`config.mk`:
```
export PLATFORM = sky130hd
export DESIGN_NAME = bounded_priority_packet_queue_unit
export DESIGN_NICKNAME = d
export VERILOG_FILES = /design/src/rtl/bppq_pkg.sv /design/src/rtl/bounded_priority_packet_queue_unit.sv
export SDC_FILE = /design/constraint.sdc
export NUM_CORES = 2
export LEC_CHECK = 0
export BUFFER_PORTS_ARGS = -buffer_cell sky130_fd_sc_hd__buf_2
export CAP_MARGIN = 20
export CORE_MARGIN = 2
export CORE_UTILIZATION = 60
export DETAILED_ROUTE_END_ITERATION = 16
export PLACE_DENSITY = 0.83
export SETUP_SLACK_MARGIN = 0.15
export SYNTH_ARGS = -nofsm -noshare
export SYNTH_HDL_FRONTEND = slang
export SYNTH_SLANG_ARGS = --single-unit
```
`constraint.sdc`:
```
create_clock -name clk -period 18.35 [get_ports clk]
set_clock_uncertainty 0.15 [all_clocks]
set_input_delay 1.835 -clock clk [delete_from_list [all_inputs] [get_ports clk]]
set_output_delay 1.835 -clock clk [all_outputs]
set_load 0.01 [all_outputs]
```
`src/rtl/bppq_pkg.sv`:
```
`timescale 1ns / 1ps
// ----------------------------------------------------------------------------
// bppq_pkg
// Shared types and constants of the bounded priority packet queue.
// ----------------------------------------------------------------------------
package bppq_pkg;

  localparam int CAPACITY    = 16;
  localparam int HANDLE_BITS = 16;
  localparam int IDX_W       = $clog2(CAPACITY);
  localparam int CNT_W       = $clog2(CAPACITY + 1);
  localparam int PRI_W       = 7;
  localparam int ID_W        = 32;
  localparam int MAXE_W      = 5;
  localparam int CFG_DATA_W  = 32;
  localparam int CFG_IDX_W   = 1;

  localparam logic [MAXE_W-1:0] MAX_ENTRIES_RST = 5'd16;
  localparam logic [ID_W-1:0]   ID_MASK_RST     = 32'd1023;

  typedef enum logic [1:0] {
    OP_ENQ    = 2'd0,
    OP_DEQ    = 2'd1,
    OP_PEEK   = 2'd2,
    OP_REMOVE = 2'd3
  } op_t;

  typedef enum logic [1:0] {
    ST_DONE    = 2'd0,
    ST_EMPTY   = 2'd1,
    ST_FULL    = 2'd2,
    ST_DROPPED = 2'd3
  } status_t;

  typedef enum logic [CFG_IDX_W-1:0] {
    CFG_MAX_ENTRIES = 1'd0,
    CFG_ID_MASK     = 1'd1
  } cfg_reg_t;

  typedef struct packed {
    logic [1:0]             op;
    logic [HANDLE_BITS-1:0] handle;
    logic [PRI_W-1:0]       priority_req;
    logic [ID_W-1:0]        packet_id;
    logic [ID_W-1:0]        sender;
  } in_req_t;

  typedef struct packed {
    logic [1:0]             status;
    logic [HANDLE_BITS-1:0] out_handle;
    logic [PRI_W-1:0]       out_priority;
    logic                   evicted_valid;
    logic [HANDLE_BITS-1:0] evicted_handle;
    logic [CNT_W-1:0]       entry_count;
  } out_rsp_t;

endpackage

```
`src/rtl/bounded_priority_packet_queue_unit.sv`:
```
`timescale 1ns / 1ps
// A request is scanned in S_SCAN, then committed from S_DONE into its registered response.
// A new request is taken only once the last one has committed; a single slot comparator walks all 16 slots.
// in_ready is high only while idle; a finished response may wait on out_ready.
// Reset (synchronous): all slots invalid, count zero, max_entries 16, id mask 1023.
// ----------------------------------------------------------------------------
// bounded_priority_packet_queue_unit
// Bounded priority queue with eviction: enqueue, dequeue, peek and remove,
// each resolved by a sequential scan over the slots.
// ----------------------------------------------------------------------------
module bounded_priority_packet_queue_unit (
  input  logic                                clk,
  input  logic                                rst_n,
  input  logic                                in_valid,
  output logic                                in_ready,
  input  bppq_pkg::in_req_t                   in_req,
  output logic                                out_valid,
  input  logic                                out_ready,
  output bppq_pkg::out_rsp_t                  out_rsp,
  input  logic                                cfg_we,
  input  logic [bppq_pkg::CFG_IDX_W-1:0]      cfg_index,
  input  logic [bppq_pkg::CFG_DATA_W-1:0]     cfg_wdata
);

  typedef enum logic [2:0] {
    S_IDLE = 3'b001,
    S_SCAN = 3'b010,
    S_DONE = 3'b100
  } state_t;

  state_t state_r;

  logic [bppq_pkg::MAXE_W-1:0]      max_entries_r;
  logic [bppq_pkg::ID_W-1:0]        id_mask_r;
  logic [bppq_pkg::CNT_W-1:0]       stored_count_r;
  logic [bppq_pkg::CAPACITY-1:0]    slot_valid_r;
  logic [bppq_pkg::PRI_W-1:0]       slot_pri_r    [bppq_pkg::CAPACITY];
  logic [bppq_pkg::ID_W-1:0]        slot_id_r     [bppq_pkg::CAPACITY];
  logic [bppq_pkg::ID_W-1:0]        slot_sender_r [bppq_pkg::CAPACITY];
  logic [bppq_pkg::HANDLE_BITS-1:0] slot_handle_r [bppq_pkg::CAPACITY];

  bppq_pkg::in_req_t                req_r;
  logic [bppq_pkg::IDX_W-1:0]       idx_r;

  logic                             hi_have_r;
  logic [bppq_pkg::IDX_W-1:0]       hi_idx_r;
  logic [bppq_pkg::PRI_W-1:0]       hi_pri_r;
  logic [bppq_pkg::ID_W-1:0]        hi_mid_r;
  logic [bppq_pkg::HANDLE_BITS-1:0] hi_handle_r;
  logic                             lo_have_r;
  logic [bppq_pkg::IDX_W-1:0]       lo_idx_r;
  logic [bppq_pkg::PRI_W-1:0]       lo_pri_r;
  logic [bppq_pkg::ID_W-1:0]        lo_mid_r;
  logic [bppq_pkg::HANDLE_BITS-1:0] lo_handle_r;
  logic                             all_below_r;
  logic                             free_have_r;
  logic [bppq_pkg::IDX_W-1:0]       free_idx_r;

  logic                             out_valid_r;
  bppq_pkg::out_rsp_t               out_rsp_r;
  bppq_pkg::out_rsp_t               rsp_nxt;

  // scan datapath
  logic                             s_v;
  logic [bppq_pkg::PRI_W-1:0]       s_pri;
  logic [bppq_pkg::ID_W-1:0]        s_mid;
  logic [bppq_pkg::ID_W-1:0]        in_mid;
  logic                             s_below;
  logic                             s_match;
  logic                             qual;
  logic                             hi_take;
  logic                             lo_take;
  logic                             scan_last;
  logic                             commit;
  logic                             in_fire;

  // commit decision
  logic                             at_limit;
  logic                             vic_all;
  logic [bppq_pkg::IDX_W-1:0]       vic_idx;
  logic [bppq_pkg::PRI_W-1:0]       vic_pri;
  logic [bppq_pkg::HANDLE_BITS-1:0] vic_handle;
  logic                             wr_en;
  logic [bppq_pkg::IDX_W-1:0]       wr_idx;
  logic                             clr_en;
  logic [bppq_pkg::CNT_W-1:0]       count_nxt;

  assign in_ready  = (state_r == S_IDLE);
  assign in_fire   = in_valid && in_ready;
  assign out_valid = out_valid_r;
  assign out_rsp   = out_rsp_r;
  assign commit    = (state_r == S_DONE) && (!out_valid_r || out_ready);
  assign scan_last = (idx_r == bppq_pkg::IDX_W'(bppq_pkg::CAPACITY - 1));

  assign s_v     = slot_valid_r[idx_r];
  assign s_pri   = slot_pri_r[idx_r];
  assign s_mid   = slot_id_r[idx_r] & id_mask_r;
  assign in_mid  = req_r.packet_id & id_mask_r;
  assign s_below = (s_pri < req_r.priority_req) ||
                   ((s_pri == req_r.priority_req) && (s_mid > in_mid));
  assign s_match = (slot_sender_r[idx_r] == req_r.sender) &&
                   (slot_id_r[idx_r] == req_r.packet_id);

  always_comb begin
    case (req_r.op)
      bppq_pkg::OP_ENQ:    qual = s_v && s_below;
      bppq_pkg::OP_REMOVE: qual = s_v && s_match && !hi_have_r;
      default:             qual = s_v;
    endcase
    hi_take = qual && ((req_r.op == bppq_pkg::OP_REMOVE) || !hi_have_r ||
              (s_pri > hi_pri_r) || ((s_pri == hi_pri_r) && (s_mid < hi_mid_r)));
    lo_take = s_v && (!lo_have_r || (s_pri < lo_pri_r) ||
              ((s_pri == lo_pri_r) && (s_mid >= lo_mid_r)));
  end

  assign at_limit = (32'(stored_count_r) >= 32'(max_entries_r)) ||
                    (32'(stored_count_r) >= 32'(bppq_pkg::CAPACITY));
  assign vic_all    = all_below_r;
  assign vic_idx    = vic_all ? lo_idx_r    : hi_idx_r;
  assign vic_pri    = vic_all ? lo_pri_r    : hi_pri_r;
  assign vic_handle = vic_all ? lo_handle_r : hi_handle_r;

  always_comb begin
    rsp_nxt   = '0;
    wr_en     = 1'b0;
    wr_idx    = free_idx_r;
    clr_en    = 1'b0;
    count_nxt = stored_count_r;
    case (req_r.op)
      bppq_pkg::OP_ENQ: begin
        if (!at_limit) begin
          wr_en     = 1'b1;
          count_nxt = stored_count_r + 1'b1;
        end else if (!hi_have_r) begin
          rsp_nxt.status = bppq_pkg::ST_FULL;
        end else if (req_r.priority_req > vic_pri) begin
          wr_en                  = 1'b1;
          wr_idx                 = vic_idx;
          rsp_nxt.evicted_valid  = 1'b1;
          rsp_nxt.evicted_handle = vic_handle;
        end else begin
          rsp_nxt.status = bppq_pkg::ST_DROPPED;
        end
      end
      default: begin
        if (!hi_have_r) begin
          rsp_nxt.status = bppq_pkg::ST_EMPTY;
        end else begin
          rsp_nxt.out_handle   = hi_handle_r;
          rsp_nxt.out_priority = hi_pri_r;
          if (req_r.op != bppq_pkg::OP_PEEK) begin
            clr_en    = 1'b1;
            count_nxt = stored_count_r - 1'b1;
          end
        end
      end
    endcase
    rsp_nxt.entry_count = count_nxt;
  end

  // control
  always_ff @(posedge clk) begin
    if (!rst_n) begin
      state_r        <= S_IDLE;
      max_entries_r  <= bppq_pkg::MAX_ENTRIES_RST;
      id_mask_r      <= bppq_pkg::ID_MASK_RST;
      stored_count_r <= '0;
      slot_valid_r   <= '0;
      out_valid_r    <= 1'b0;
      idx_r          <= '0;
    end else begin
      if (cfg_we) begin
        case (cfg_index)
          bppq_pkg::CFG_MAX_ENTRIES: max_entries_r <= cfg_wdata[bppq_pkg::MAXE_W-1:0];
          bppq_pkg::CFG_ID_MASK:     id_mask_r     <= cfg_wdata[bppq_pkg::ID_W-1:0];
          default: ;
        endcase
      end
      if (out_valid_r && out_ready && !commit) begin
        out_valid_r <= 1'b0;
      end
      case (state_r)
        S_IDLE: begin
          if (in_fire) begin
            state_r <= S_SCAN;
            idx_r   <= '0;
          end
        end
        S_SCAN: begin
          idx_r <= idx_r + 1'b1;
          if (scan_last) begin
            state_r <= S_DONE;
          end
        end
        S_DONE: begin
          if (commit) begin
            state_r        <= S_IDLE;
            out_valid_r    <= 1'b1;
            stored_count_r <= count_nxt;
            if (wr_en) begin
              slot_valid_r[wr_idx] <= 1'b1;
            end
            if (clr_en) begin
              slot_valid_r[hi_idx_r] <= 1'b0;
            end
          end
        end
        default: state_r <= S_IDLE;
      endcase
    end
  end

  // datapath: request, trackers, slot storage, response
  always_ff @(posedge clk) begin
    if (in_fire) begin
      req_r       <= in_req;
      hi_have_r   <= 1'b0;
      lo_have_r   <= 1'b0;
      all_below_r <= 1'b1;
      free_have_r <= 1'b0;
      free_idx_r  <= '0;
    end
    if (state_r == S_SCAN) begin
      if (hi_take) begin
        hi_have_r   <= 1'b1;
        hi_idx_r    <= idx_r;
        hi_pri_r    <= s_pri;
        hi_mid_r    <= s_mid;
        hi_handle_r <= slot_handle_r[idx_r];
      end
      if (lo_take) begin
        lo_have_r   <= 1'b1;
        lo_idx_r    <= idx_r;
        lo_pri_r    <= s_pri;
        lo_mid_r    <= s_mid;
        lo_handle_r <= slot_handle_r[idx_r];
      end
      if (s_v && !s_below) begin
        all_below_r <= 1'b0;
      end
      if (!s_v && !free_have_r) begin
        free_have_r <= 1'b1;
        free_idx_r  <= idx_r;
      end
    end
    if (commit) begin
      out_rsp_r <= rsp_nxt;
      if (wr_en) begin
        slot_pri_r[wr_idx]    <= req_r.priority_req;
        slot_id_r[wr_idx]     <= req_r.packet_id;
        slot_sender_r[wr_idx] <= req_r.sender;
        slot_handle_r[wr_idx] <= req_r.handle;
      end
    end
  end

  a_count_bound: assert property (@(posedge clk) disable iff (!rst_n)
    32'(stored_count_r) <= bppq_pkg::CAPACITY)
    else $error("stored count exceeds capacity");

  a_count_matches_valid: assert property (@(posedge clk) disable iff (!rst_n)
    $countones(slot_valid_r) == 32'(stored_count_r))
    else $error("stored count disagrees with valid slots");

  a_evict_is_done: assert property (@(posedge clk) disable iff (!rst_n)
    out_valid_r && out_rsp_r.evicted_valid |-> out_rsp_r.status == bppq_pkg::ST_DONE)
    else $error("eviction reported with non-done status");

  a_accept_starts_scan: assert property (@(posedge clk) disable iff (!rst_n)
    in_fire |=> (state_r == S_SCAN) && (idx_r == '0))
    else $error("accepted request did not start a scan");

  a_count_step: assert property (@(posedge clk) disable iff (!rst_n)
    !$past(commit) && $past(rst_n) |-> $stable(stored_count_r))
    else $error("stored count changed outside commit");

endmodule

```
### Word level (Yosys, flattened, before mapping)

Memory sizes are Yosys's and may differ from the RTL's. A register that Yosys moved wholly into a read port is not among the register bits.
Index checks and enable logic that the tools add are counted.

| cells by class | value |
|---|---|
| shifts and indexed selects | 0 |
| $add $sub $neg | 3 |
| equal/unequal tests | 14 |
| muxes and demuxes | 71 |
| magnitude comparators | 14 |
| $mul | 0 |
| div/mod/pow operators | 0 |
| reduce and logical (&&, ||, !) cells | 44 |
| bitwise gates (word level) | 7 |

Operators with widths:

| kind | number |
|---|---|
| 16-bit 2-to-1 mux | 6 |
| 4-bit 2-to-1 mux | 17 |
| 32-bit AND | 2 |
| 32-bit == test | 2 |
| 32-bit greater-or-equal comparator | 1 |
| 32-bit > comparator | 1 |
| 32-bit less-than comparator | 1 |
| 1-bit 2-to-1 mux | 29 |
| 7-bit == test | 3 |
| 5-bit 2-to-1 mux | 4 |
| 1-bit logical AND | 17 |
| 17-bit 2-to-1 mux | 1 |
| 16-bit AND | 1 |
| 16-bit NOT | 1 |
| 16-bit OR | 1 |
| 4-bit by 5-bit less-than comparator with 1-bit output, second input constant | 3 |
| 7-bit > comparator | 2 |
| 7-bit less-than comparator | 2 |
| 2-bit AND reduction | 6 |
| 3-bit 2-to-1 mux | 3 |
| 3-bit one-hot mux with 3 select lines | 1 |
| 1-bit demux with 4-bit select | 2 |
| 4-bit by 1-bit greater-or-equal comparator with 1-bit output, second input constant | 2 |
| 1-bit logical OR | 8 |
| 24 further kinds | 37 |

| storage, ports and cells | value |
|---|---|
| logic and storage cells | 188 |
| input port bits | 127 |
| bits in writable memories | 1392 |
| memories kept | 4 |
| bits in latches | 0 |
| register bits | 328 |
| output and inout bits | 49 |
| bits in read-only memories | 0 |

Memories:

| name | words | bits a word | read ports | clocked after memory_dff | write ports | RTL line | source |
|---|---|---|---|---|---|---|---|
| slot_id_r | 16 | 32 | 1 | 1 | 1 | bounded_priority_packet_queue_unit.sv:38 | `logic [bppq_pkg::ID_W-1:0] slot_id_r [bppq_pkg::CAPACITY];` |
| slot_sender_r | 16 | 32 | 1 | 1 | 1 | bounded_priority_packet_queue_unit.sv:39 | `logic [bppq_pkg::ID_W-1:0] slot_sender_r [bppq_pkg::CAPACITY];` |
| slot_handle_r | 16 | 16 | 1 | 1 | 1 | bounded_priority_packet_queue_unit.sv:40 | `logic [bppq_pkg::HANDLE_BITS-1:0] slot_handle_r [bppq_pkg::CAPACITY];` |
| slot_pri_r | 16 | 7 | 1 | 1 | 1 | bounded_priority_packet_queue_unit.sv:37 | `logic [bppq_pkg::PRI_W-1:0] slot_pri_r [bppq_pkg::CAPACITY];` |

### Depth between registers and ports, before layout

| depth | value |
|---|---|
| depth after elaboration | 17 |
| depth in mapped cells | 21 |

### Worst setup path before layout

No wires, ideal clock.

| timing | value |
|---|---|
| path kind | flip-flop to flip-flop |
| start point | register all_below_r |
| end point | register slot_valid_r[13] in the netlist's numbering |
| path buffers | 3 |
| data arrival time | 7.305 ns |
| data required time | 18.125 ns |
| setup time | 0.075 ns |
| setup slack | 10.821 ns |
| cell stages (with the launch flop) | 15 |
| cells stage by stage | dfxtp_1 clkbuf_1 buf_1 mux2i_1 ha_1 nor2b_1 o21a_1 o21ai_0 a21oi_1 o21a_1 nand3_1 buf_1 a31oi_1 nor2_1 o221a_2 |

| on the way | value |
|---|---|
| cells in the longest elaborated chain, start to end | 17 |

Ends and longest elaborated chain:

| what | RTL line | source |
|---|---|---|
| start: declaration | bounded_priority_packet_queue_unit.sv:55 | `logic all_below_r;` |
| start signal: assignment | bounded_priority_packet_queue_unit.sv:219 | `all_below_r <= 1'b1;` |
| start signal: assignment | bounded_priority_packet_queue_unit.sv:239 | `all_below_r <= 1'b0;` |
| 7-bit 2-to-1 mux | bounded_priority_packet_queue_unit.sv:120 | `assign vic_pri = vic_all ? lo_pri_r : hi_pri_r;` |
| 7-bit > comparator | bounded_priority_packet_queue_unit.sv:136 | `end else if (req_r.priority_req > vic_pri) begin` |
| 4-bit 2-to-1 mux | bounded_priority_packet_queue_unit.sv:136 |  |
| 4-bit 2-to-1 mux | bounded_priority_packet_queue_unit.sv:134 | `end else if (!hi_have_r) begin` |
| 4-bit 2-to-1 mux | bounded_priority_packet_queue_unit.sv:131 | `if (!at_limit) begin` |
| 4-bit 2-to-1 mux | bounded_priority_packet_queue_unit.sv:129 | `case (req_r.op)` |
| 4-bit by 5-bit less-than comparator with 1-bit output (implied by the code) / 4-bit by 1-bit greater-or-equal comparator with 1-bit output (equally long branches) | bounded_priority_packet_queue_unit.sv:201 | `slot_valid_r[wr_idx] <= 1'b1;` |
| 1-bit logical AND (implied by the code) | bounded_priority_packet_queue_unit.sv:201 |  |
| 1-bit 2-to-1 mux (implied by the code) | bounded_priority_packet_queue_unit.sv:201 |  |
| 1-bit demux with 4-bit select | bounded_priority_packet_queue_unit.sv:201 |  |
| 16-bit OR (no line) | - |  |
| 16-bit 2-to-1 mux (*) | bounded_priority_packet_queue_unit.sv:200 | `if (wr_en) begin` |
| 16-bit 2-to-1 mux (*) | bounded_priority_packet_queue_unit.sv:196 | `if (commit) begin` |
| 16-bit 2-to-1 mux (*) | bounded_priority_packet_queue_unit.sv:182 | `case (state_r)` |
| 16-bit 2-to-1 mux (*) | bounded_priority_packet_queue_unit.sv:163 | `if (!rst_n) begin` |
| 16-bit AND (no line) | - |  |
| 16-bit 2-to-1 mux (*) | bounded_priority_packet_queue_unit.sv:203 | `if (clr_en) begin` |
| end signal: assignment | bounded_priority_packet_queue_unit.sv:168 | `slot_valid_r <= '0;` |
| end signal: indexed assignment | bounded_priority_packet_queue_unit.sv:201 |  |
| end signal: indexed assignment | bounded_priority_packet_queue_unit.sv:204 | `slot_valid_r[hi_idx_r] <= 1'b0;` |
| end: declaration | bounded_priority_packet_queue_unit.sv:36 | `logic [bppq_pkg::CAPACITY-1:0] slot_valid_r;` |

Every way passes the cells marked *; elsewhere a longest branch is shown, timed or not. The select of a mux whose other input is x is not followed.
A chain may end at the register's enable or synchronous reset.

==> results.tsv <==
stage	metric	value	unit
run_status	status	finished clean	
logic_synthesis	async_reset_ff_frac	0	
global_route	grt_max_degree	114	
logic_synthesis	synthFlopType	edfxtp_1	
place	place_ws	10.83	ns
clock_network	post_cts_buffers	0	
clock_network	cts-resized-gates	0	
floorplanning	start_util	0.603	
clock_network	root_buffer	clkbuf_16	
detailed_routing	drt-pass1-iter-count	8	
clock_network	cts-htree-levels	4	
clock_network	cts_hold_buffers	0	
critical_path	cp_max_fo	59	
detailed_routing	drt_iter0_markers	6323	
floorplanning	core	0.116	sq mm
logic_synthesis	syn_area	0.0699	sq mm
finish	post-route-util	0.669	
timing	worst_pin_slew	1.32	ns
logic_synthesis	synth_cell_types	90	
pwr	ir_worst_vdd	85.8	uV
detailed_routing	ant_nets	0	
run	maxCapViolations	0	
logic_synthesis	synth-edff-count	1646	
timing	rsz0062_at_grt	false	
finish	stdcell_count	5604	
global_route	grt_pass1_vias	38800	
pwr	leakage	0.0256	uW
timing	finalWorstSetupSlack	10.45	ns
place	routabilityCongestion	0.946	
timing	setup_viol	0	
logic_synthesis	syn_area_per_cell	19.0	sq um
critical_path	crit_chain	buf_4 > buf_4 > nor2_1 > a221oi_1 > a22oi_1 > o21ai_0 > and2_1 > ha_1 > nand4_1 > nor4bb_1 > nand4_1 > a211o_1 > o2111ai_1 > a31o_2 > nand3_1 > nand2_2 > buf_4	
detailed_routing	wl_per_cell	33.0	microns
logic_synthesis	yosys_warnings	0	
finish	fin_nets	4199	
detailed_routing	drt_wl_total	185000	microns
global_route	track_usage	0.312	
logic_synthesis	yosysMostFrequentCell	edfxtp_1	
logic_synthesis	syn_inst	3670	
floorplanning	io_pins	176	
place	hpwlAfterDp	103000	microns
critical_path	path_delay_family	buffers and inverters	
clock_network	cts_buffers	165	
logic_synthesis	synth-seq-area-share	0.730	
critical_path	crit_type	flip-flop to flip-flop	
floorplanning	rows	125	
global_route	antenna_found_initial	10	
floorplanning	fp.dieH	345	microns
critical_path	cpMostUsedCell	buf_4	
detailed_routing	drc	0	
critical_path	cp-start-kind	flip-flop	
logic_synthesis	synth_area_leaders	edfxtp_1 71%, mux4_2 11%, mux2i_1 2.7%, ha_1 2.3%, dfxtp_1 2.2%	
pwr	finalPower	7880	uW
detailed_routing	via_count	38700	
critical_path	critical_path.max_stage_delay	0.88	ns
timing	relSlewSlack	0.118	
critical_path	timing.critical_path.buf_inv	3	
timing	post-route-min-period	7.90	ns
place	io_buffer_count	175	
timing	tns	0	ns
place	post-place-cells	5298	
logic_synthesis	synth_seq_cells	1724	
critical_path	cp.arrival	8.15	ns
global_route	grt_overflow	0	
critical_path	worstPathRequired	18.60	ns
critical_path	critical_path.endpoint_type	flip-flop	
logic_synthesis	synth_nets	3928	
clock_network	clk_latency	0.79	ns
min_path	hp-class	flip-flop to flip-flop	
pwr	p_per_area	102	mW/mm^2
timing	hold_viol_final	0	
floorplanning	die-width	345	microns
timing	report.final.slew_viol_count	0	
finish	area_growth	11.0	%
clock_network	cts_sinks	1724	
timing	fmax	127	MHz
clock_network	cts.reportedPaths.clkPinSlew	0.06	ns
global_route	grt_pass1_wl	267000	microns
detailed_routing	routed_via_density	6.90	
floorplanning	die_area	0.119	sq mm
logic_synthesis	synth_common_cells	1646 x edfxtp_1, 333 x mux4_2, 199 x nand2_1	
finish	final_layout_size_suffix_gt1_frac	0.218	
logic_synthesis	synth_top_area_share	0.708	
critical_path	slowest_stage	buf_4	
clock_network	cts_tree	done	
timing	timing.final.crit_share	0.431	
logic_synthesis	synth_area_leader_cell	edfxtp_1	
clock_network	cts_buffer_depth	3	
## state kept, by name, indices dropped and copies added, names as in the netlist, 32 cells and up, named ones only
| name | flops |
|---|---|
| lo_mid_r | 32 |
| id_mask_r | 32 |
| slot_id_r | 512 |
| req_r | 89 |
| out_rsp | 47 |
| slot_sender_r | 512 |
| slot_pri_r | 112 |
| slot_handle_r | 256 |
| hi_mid_r | 32 |
## cell families (layout without fill, tap and decap cells)
kind of cell / count (synthesis) / count (layout) / synth area share
flip-flops: 1724 / 1724 / 0.730
AO/OA/AOI/OAI: 386 / 386 / 0.0394
buffers and inverters: 281 / 690 / 0.0223
AND/OR/NAND/NOR: 538 / 538 / 0.0370
multiplexers: 549 / 549 / 0.140
XOR/XNOR: 61 / 61 / 0.00765
other: 0 / 1 / 0
adder cells (fa/ha/maj): 131 / 131 / 0.0235
## per-stage QoR
step	hold slack, ns	instance area [sq um]
after floorplan	0.273	69900
after global placement	0.282	72300
after detailed placement	0.290	72300
after CTS	0.299	77500
after global routing	0.328	77500
final	0.297	77500
## area by class of cell
class,count,area [sq um]
sequential,1724,51000
clock inverter,94,803
inverter,133,507
tap,1524,1910
fill,6935,38400
antenna,1,2.50
clock buffer,211,4370
multi-input combinational,1665,17400
timing repair buffer,252,1490
## placed cells by master (no fill, tap or decap), types with 27 or more instances in the layout
cell type / instances
edfxtp_1: 1646
mux4_2: 333
nand2_1: 198
mux2i_1: 185
buf_2: 175
clkbuf_16: 168
ha_1: 131
inv_1: 128
nor2_1: 91
buf_4: 75
dfxtp_1: 73
a21oi_1: 67
o21ai_0: 60
and2_1: 46
clkbuf_1: 43
nand3_1: 41
clkinv_1: 39
xnor2_1: 32
xor2_1: 29
a22oi_1: 28
nand4_1: 28
clkinv_2: 27
## routing by layer
metal,track usage,vias to the layer above,wire (microns)
met3,0.0763,638,24100
li1,-,15400,-
met5,0,-,23
met2,0.490,3202,87200
met1,0.419,19400,64500
met4,0.140,4,9210
## power by group
| part | switching, uW | internal (uW) |
|---|---|---|
| clock network | 1470 | 1810 |
| registers | 72.0 | 4340 |
| logic | 119 | 66.0 |
## final timing paths
kind | startpoint | to | slack [ns] | cells past startpoint
min | free_have_r | free_have_r | 0.30 | 2
max | flip-flop | hi_handle_r[10] | 10.45 | 17
max reg2reg | flip-flop | hi_handle_r[10] | 10.45 | 17
min reg2reg | free_have_r | free_have_r | 0.30 | 2
## worst min-delay path, cell delays in order (launching register included)
cell     delay (ns)
dfxtp_1        0.31
nand2_1        0.05
nand2_1        0.04
(Power assumes the default switching activity.)
